<file path="src/rtl/core/lidar_scan_frame_parser_defines.svh">
// Assertion macros for the lidar scan frame parser.
`ifndef LIDAR_SCAN_FRAME_PARSER_DEFINES_SVH
`define LIDAR_SCAN_FRAME_PARSER_DEFINES_SVH

// Checks that cons holds in the same cycle as ante.
`define LSFP_ASSERT_SAME(label, ante, cons) \
  label: assert property (@(posedge clk) disable iff (rst) (ante) |-> (cons)) \
    else $error("lidar scan frame parser: same-cycle check failed");

// Checks that cons holds in the cycle after ante.
`define LSFP_ASSERT_NEXT(label, ante, cons) \
  label: assert property (@(posedge clk) disable iff (rst) (ante) |=> (cons)) \
    else $error("lidar scan frame parser: next-cycle check failed");

`endif

</file>
<file path="src/rtl/core/lsfp_pkg.sv">
package lsfp_pkg;

  localparam logic [7:0] HDR_FIRST  = 8'hAA;
  localparam logic [7:0] HDR_SECOND = 8'h55;

  localparam int unsigned POS_W = 10;

  localparam logic [POS_W-1:0] POS_TYPE    = 10'd2;
  localparam logic [POS_W-1:0] POS_COUNT   = 10'd3;
  localparam logic [POS_W-1:0] POS_START   = 10'd5;
  localparam logic [POS_W-1:0] POS_END     = 10'd7;
  localparam logic [POS_W-1:0] HDR_LEN     = 10'd10;

endpackage

</file>
<file path="src/rtl/core/lidar_scan_frame_parser.sv">
// Byte-serial lidar scan packet parser. It takes one byte per clock while
// in_stall is low and gives at most one result per clock, so a byte can be
// transferred in every cycle unless stalled. A transferred byte is held in the
// input register, and any result it yields is then registered into the result
// register, which presents it until it is taken. The only limit on rate is the
// result register: in_stall rises when the input register holds a byte while a
// finished result is stalled at the output.
`include "lidar_scan_frame_parser_defines.svh"

module lidar_scan_frame_parser (
  input  logic        clk,
  input  logic        rst,
  input  logic        in_valid,
  output logic        in_stall,
  input  logic [7:0]  rx_byte,
  output logic        out_valid,
  input  logic        out_stall,
  output logic        sample_valid,
  output logic [7:0]  sample_index,
  output logic [15:0] range_raw,
  output logic [7:0]  packet_type,
  output logic [7:0]  point_count,
  output logic [15:0] first_angle_raw,
  output logic [15:0] last_angle_raw,
  output logic        last_of_packet,
  output logic        checksum_ok
);

  typedef enum logic [1:0] {
    PH_HUNT,
    PH_SEEN,
    PH_PACKET
  } phase_t;

  phase_t                         sync_phase, sync_phase_next;
  logic [lsfp_pkg::POS_W-1:0]     byte_position, byte_position_next;
  logic [7:0]                     held_type, held_type_next;
  logic [7:0]                     held_count, held_count_next;
  logic [15:0]                    held_first_angle, held_first_angle_next;
  logic [15:0]                    held_last_angle, held_last_angle_next;
  logic [15:0]                    received_checksum, received_checksum_next;
  logic [15:0]                    running_xor, running_xor_next;
  logic [7:0]                     low_byte_hold, low_byte_hold_next;
  logic [7:0]                     samples_emitted, samples_emitted_next;

  logic        byte_vld;
  logic [7:0]  byte_q;
  logic        advance;
  logic        hit;
  logic [15:0] word;
  logic [15:0] xor_upd;
  logic [7:0]  idx_inc;

  logic        res_vld;
  logic        res_sample;
  logic [7:0]  res_index;
  logic [15:0] res_dist;
  logic        res_last;
  logic        res_ok;

  assign advance  = !out_valid || !out_stall;
  assign in_stall = byte_vld && !advance;
  assign hit      = byte_vld && advance;
  assign word     = {byte_q, low_byte_hold};
  assign xor_upd  = running_xor ^ word;
  assign idx_inc  = samples_emitted + 8'd1;

  always_comb begin
    sync_phase_next        = sync_phase;
    byte_position_next     = byte_position;
    held_type_next         = held_type;
    held_count_next        = held_count;
    held_first_angle_next  = held_first_angle;
    held_last_angle_next   = held_last_angle;
    received_checksum_next = received_checksum;
    running_xor_next       = running_xor;
    low_byte_hold_next     = low_byte_hold;
    samples_emitted_next   = samples_emitted;
    res_vld    = 1'b0;
    res_sample = 1'b0;
    res_index  = 8'd0;
    res_dist   = 16'd0;
    res_last   = 1'b0;
    res_ok     = 1'b0;
    if (hit) begin
      unique case (sync_phase)
        PH_SEEN: begin
          if (byte_q == lsfp_pkg::HDR_SECOND) begin
            sync_phase_next      = PH_PACKET;
            byte_position_next   = lsfp_pkg::POS_TYPE;
            running_xor_next     = {lsfp_pkg::HDR_SECOND, lsfp_pkg::HDR_FIRST};
            samples_emitted_next = 8'd0;
          end else if (byte_q != lsfp_pkg::HDR_FIRST) begin
            sync_phase_next = PH_HUNT;
          end
        end
        PH_PACKET: begin
          byte_position_next = byte_position + 1'b1;
          if (!byte_position[0]) begin
            low_byte_hold_next = byte_q;
            if (byte_position == lsfp_pkg::POS_TYPE) begin
              held_type_next = byte_q;
            end
          end else if (byte_position < lsfp_pkg::HDR_LEN) begin
            case (byte_position)
              lsfp_pkg::POS_COUNT: begin
                held_count_next  = byte_q;
                running_xor_next = xor_upd;
              end
              lsfp_pkg::POS_START: begin
                held_first_angle_next = word;
                running_xor_next      = xor_upd;
              end
              lsfp_pkg::POS_END: begin
                held_last_angle_next = word;
                running_xor_next     = xor_upd;
              end
              default: begin
                received_checksum_next = word;
                if (held_count == 8'd0) begin
                  res_vld         = 1'b1;
                  res_last        = 1'b1;
                  res_ok          = (running_xor == word);
                  sync_phase_next = PH_HUNT;
                end
              end
            endcase
          end else begin
            running_xor_next     = xor_upd;
            samples_emitted_next = idx_inc;
            res_vld    = 1'b1;
            res_sample = 1'b1;
            res_index  = samples_emitted;
            res_dist   = word;
            res_last   = (idx_inc == held_count);
            res_ok     = res_last && (xor_upd == received_checksum);
            if (res_last) begin
              sync_phase_next = PH_HUNT;
            end
          end
        end
        default: begin
          sync_phase_next = (byte_q == lsfp_pkg::HDR_FIRST) ? PH_SEEN : PH_HUNT;
        end
      endcase
    end
  end

  always_ff @(posedge clk) begin
    if (rst) begin
      sync_phase        <= PH_HUNT;
      byte_position     <= '0;
      held_type         <= '0;
      held_count        <= '0;
      held_first_angle  <= '0;
      held_last_angle   <= '0;
      received_checksum <= '0;
      running_xor       <= '0;
      low_byte_hold     <= '0;
      samples_emitted   <= '0;
      byte_vld          <= 1'b0;
      out_valid         <= 1'b0;
    end else begin
      sync_phase        <= sync_phase_next;
      byte_position     <= byte_position_next;
      held_type         <= held_type_next;
      held_count        <= held_count_next;
      held_first_angle  <= held_first_angle_next;
      held_last_angle   <= held_last_angle_next;
      received_checksum <= received_checksum_next;
      running_xor       <= running_xor_next;
      low_byte_hold     <= low_byte_hold_next;
      samples_emitted   <= samples_emitted_next;
      if (!in_stall) begin
        byte_vld <= in_valid;
      end
      if (advance) begin
        out_valid <= res_vld;
      end
    end
    if (!in_stall && in_valid) begin
      byte_q <= rx_byte;
    end
    if (advance && res_vld) begin
      sample_valid    <= res_sample;
      sample_index    <= res_index;
      range_raw       <= res_dist;
      packet_type     <= held_type;
      point_count     <= held_count;
      first_angle_raw <= held_first_angle;
      last_angle_raw  <= held_last_angle;
      last_of_packet  <= res_last;
      checksum_ok     <= res_ok;
    end
  end

  `LSFP_ASSERT_SAME(a_ok_only_last, out_valid && checksum_ok, last_of_packet)
  `LSFP_ASSERT_SAME(a_empty_packet, out_valid && !sample_valid,
                    last_of_packet && sample_index == 8'd0 && range_raw == 16'd0)
  `LSFP_ASSERT_SAME(a_last_index, out_valid && sample_valid && last_of_packet,
                    sample_index == 8'(point_count - 8'd1))
  `LSFP_ASSERT_SAME(a_packet_pos, sync_phase == PH_PACKET,
                    byte_position >= lsfp_pkg::POS_TYPE)
  `LSFP_ASSERT_NEXT(a_input_hold, byte_vld && !advance, byte_vld && $stable(byte_q))

endmodule
</file>
<file path="config.mk">
export PLATFORM = sky130hd
export DESIGN_NAME = lidar_scan_frame_parser
export DESIGN_NICKNAME = d
export VERILOG_FILES = /design/src/rtl/core/lsfp_pkg.sv /design/src/rtl/core/lidar_scan_frame_parser.sv
export VERILOG_INCLUDE_DIRS = /design/src /design/src/rtl/core
export SDC_FILE = /design/constraint.sdc
export NUM_CORES = 1
export LEC_CHECK = 0
export BUFFER_PORTS_ARGS = -buffer_cell sky130_fd_sc_hd__clkbuf_2
export CAP_MARGIN = 20
export CORE_ASPECT_RATIO = 1.1
export CORE_MARGIN = 1
export CORE_UTILIZATION = 62
export CTS_BUF_LIST = sky130_fd_sc_hd__clkbuf_16
export CTS_CLUSTER_DIAMETER = 200
export DETAILED_ROUTE_END_ITERATION = 8
export PLACE_DENSITY = 0.93
export SKIP_CTS_REPAIR_TIMING = 1
export SKIP_LAST_GASP = 1
export SLEW_MARGIN = 30
export SYNTH_ARGS = -nofsm -noshare
export SYNTH_HDL_FRONTEND = slang
export SYNTH_SLANG_ARGS = --single-unit
export TNS_END_PERCENT = 5
</file>
<file path="constraint.sdc">
create_clock -name clk -period 7.3 [get_ports clk]
set_input_delay 0.365 -clock clk [delete_from_list [all_inputs] [get_ports clk]]
set_output_delay 0.365 -clock clk [all_outputs]
set_load 0.005 [all_outputs]
</file>
==> impl_metrics.tcl <==
set metrics [dict create \
    yosysUniqueCellTypes 49 \
    vias 5684 \
    avgSynthCellArea_sq_um 11.51 \
    critPathMaxStageDelay_ps 690 \
    p_leak_nw 3.526 \
    drtIter0Drc 631 \
    regArea_sq_um 4695 \
    internal-power_mw 1.620 \
    fillers 734 \
    worstPathRequired_ps 7590 \
    fmax_ghz 0.2739 \
    switchingPower_mw 0.4354 \
    worst_path_dominant_cell_family "buffers and inverters" \
    period_share_pct 50.02 \
    drt-wirelength-per-cell_microns 19.90 \
    dp.cells 882 \
    setup_tns_ps 0 \
    critPathKind "reg -> reg" \
    routabilityCongestion 0.8862 \
    via_per_inst 6.212 \
    routed_wl_microns 18210 \
    core_area_sq_um 12190 \
    critPathLaunch "sync_phase[0]" \
    finalHoldViolations 0 \
    setup_slack_ps 3648 \
    switching_share_pct 21.18 \
    cp.arrival_ps 3940 \
    setup_viol 0 \
    cts_made_buffers 17 \
    start_util_pct 64.56 \
    port_buffers 88 \
    path_buf_inv 3 \
    path_clk_slew_ps 70 \
    min_period_ps 3652 \
    cp_max_fo 27 \
    die_area_sq_um 13150 \
    grt_pass1_wl_microns 27620 \
    final_max_slew_viol_count 0 \
    drv_cap 0 \
    synth_cells 684 \
    syn_nets 702 \
    num_rows 42 \
    grt_usage_pct 28.42 \
    finClkSkew_ps 8.474 \
    pwr-share-clk_pct 43.1 \
    clock_sinks 193 \
    p_total_mw 2.055 \
    htree_num_levels 4 \
    peakVddDrop_mv 0.1569 \
    cts-root-buf "clkbuf_16" \
    cts_tree "built" \
    reg2reg_from "sync_phase[0]" \
    area_delta_synth_final_pct 13.19 \
    drive_gt1_share_pct 18.66 \
    io_pins 89 \
    overflow 0 \
    worstMarginPinSlew_ps 807.8 \
    critPathSlowestCell "clkinv_1" \
    finalNetCount 766 \
    ant_nets 0 \
    min_from "rx_byte[6]" \
    instances_no_fill 915 \
    p_comb_share_pct 1.4 \
    die_w_microns 109.4 \
    synth_area_sq_um 7871 \
    clock_latency_ps 440 \
    path_cells "inv_1 -> ha_1 -> clkinv_1 -> nor3_2 -> buf_4 -> nand4_2 -> mux2i_1 -> nor2_1" \
    final_area_sq_um 8910 \
    grt_max_degree 106 \
    status "complete, no violations" \
    fp.dieH_microns 120.2 \
    start_kind "flop" \
    placed_cell_area_sq_um 8320 \
    drc 0 \
    grt_pass1_vias 5497 \
    antenna_found_initial 0 \
    cts_buffer_depth 2 \
    hp-class "in -> reg" \
    rsz0062_at_grt "no" \
    drtPass1Iterations 6 \
    yosysWarnings 0 \
    synth_seq_cells 193 \
    dp_hpwl_microns 11250 \
    yosysSeqAreaShare_pct 59.64 \
    power_frac_seq_pct 55.5 \
    powerDensity_nw_per_um2 230.7 \
    relSlewSlack_pct 46.15 \
    cp-end-kind "flop" \
    pre_cts_ws_ps 3680 \
    multiInputGateArea_sq_um 2950 \
    diodes 0 \
]
==> power by group through the flow <==
stage	logic (mW)	registers [mW]	clock network [mW]
6_report	0.0296	1.14	0.885
5_1_grt	0.0317	1.14	0.934
4_1_cts	0.0291	1.14	0.888
3_5_place_dp	0.0289	1.16	0
3_3_place_gp	0.0280	1.16	0
2_1_floorplan	0.0301	1.15	0
==> cell usage in the layout (no fill, tap or decap), drive strengths merged, types with 2 or more instances in the layout <==
cell type and instances:
dfxtp 110, clkbuf 105, nor2 102, edfxtp 83, mux2i 75, a21oi 33, and3 30, xor2 27
o21ai 23, xnor2 20, nand4 15, inv 14, nand2 12, nand2b 12, nand3b 9, a311oi 8
nor4 7, nor3 7, clkinv 7, or3 6, and2 6, ha 6, buf 5, nor2b 4
nand3 4, a31oi 4, a21o 3, and4bb 2, or2 2, or4bb 2, a211o 2, or4 2
and4 2
==> flip-flops by register name, summed over array words and instances, names as in the netlist <==
signal             flops
byte_position         10
byte_q                 8
byte_vld               1
checksum_ok            1
first_angle_raw       16
held_count             8
held_first_angle      16
held_last_angle       16
held_type              8
last_angle_raw        16
last_of_packet         1
low_byte_hold          8
out_valid              1
packet_type            8
point_count            8
range_raw             16
received_checksum     16
running_xor           16
sample_index           8
sample_valid           1
samples_emitted        8
sync_phase             2
==> cell type report <==
cell class / count / area share, %
sequential: 193 / 52.69
multi-input combinational: 435 / 33.11
timing repair buffer: 92 / 5.364
clock buffer: 18 / 5.055
tap: 154 / 2.163
clock inverter: 14 / 1.236
inverter: 9 / 0.3792
==> cells by family (layout without fill, tap and decap cells) <==
group | Yosys count | count (layout) | share of synthesized area (%)
and+or+nand+nor | 228 | 228 | 15.45
muxes | 75 | 75 | 9.537
DFF | 193 | 193 | 59.64
AOI/OAI and AO/OA | 79 | 79 | 5.977
buffers and inverters | 56 | 133 | 3.211
adders and majority gates | 6 | 6 | 0.9537
xor gates and xnor gates | 47 | 47 | 5.230
==> layer usage <==
metal | GRT usage (%) | up-vias | part of all wire, %
li1 | - | 2558 | -
met1 | 35.73 | 2706 | 39
met2 | 44.26 | 359 | 48
met3 | 7.062 | 61 | 8.6
met4 | 16.75 | 0 | 3.8
met5 | 0 | - | 0
==> cell usage after synthesis, drive strengths merged <==
master / instances / share of area (%)
or3b: 1 / 0.11
a21boi: 1 / 0.095
nor3: 7 / 0.59
nand3b: 9 / 0.86
nor2: 102 / 4.9
nor4: 7 / 0.56
xnor2: 20 / 2.2
o2111ai: 1 / 0.11
nand2b: 12 / 0.95
a31oi: 4 / 0.32
clkbuf: 30 / 1.4
and3: 30 / 2.4
edfxtp: 83 / 32
and4: 2 / 0.22
or4bb: 2 / 0.29
o21ai: 23 / 1.5
inv: 8 / 0.38
a221oi: 1 / 0.11
nor3b: 1 / 0.095
a2111oi: 1 / 0.11
nand4b: 1 / 0.11
or4b: 1 / 0.17
nand2: 12 / 0.57
a21oi: 33 / 2.1
a211o: 2 / 0.22
and4bb: 2 / 0.32
dfxtp: 110 / 28
or3: 6 / 0.48
xor2: 27 / 3.0
clkinv: 1 / 0.048
or4: 2 / 0.24
nand3: 4 / 0.25
ha: 6 / 0.95
or2: 2 / 0.16
nor2b: 4 / 0.32
a21o: 3 / 0.29
and2: 6 / 0.48
a211oi: 1 / 0.095
a222oi: 1 / 0.13
mux2i: 75 / 9.5
nand4: 15 / 1.4
a311oi: 8 / 0.89
buf: 17 / 1.4
==> worst register-to-register path: stages (launching register included) <==
cell      delay (ps)
dfxtp_1          330
inv_1             70
ha_1             610
clkinv_1         700
nor3_2           300
buf_4            320
nand4_2          680
mux2i_1          450
nor2_1            70
==> worst paths after layout <==
kind	depth (start not counted)	to	slack, ps
setup / recovery	8	held_last_angle[4]	3650
hold / removal	1	byte_q[6]	100
setup reg to reg	8	held_last_angle[4]	3650
hold reg to reg	0	packet_type[3]	430
==> per-stage QoR <==
stage | hold slack [ps] | utilization [%]
2_1_floorplan | 407.6 | -
3_3_place_gp | 417.6 | 68.23
3_5_place_dp | 415.5 | 68.25
4_1_cts | 90.87 | 72.84
5_1_grt | 92.83 | 73.08
6_report | 99.25 | 73.08
(Power assumes the default switching activity.)
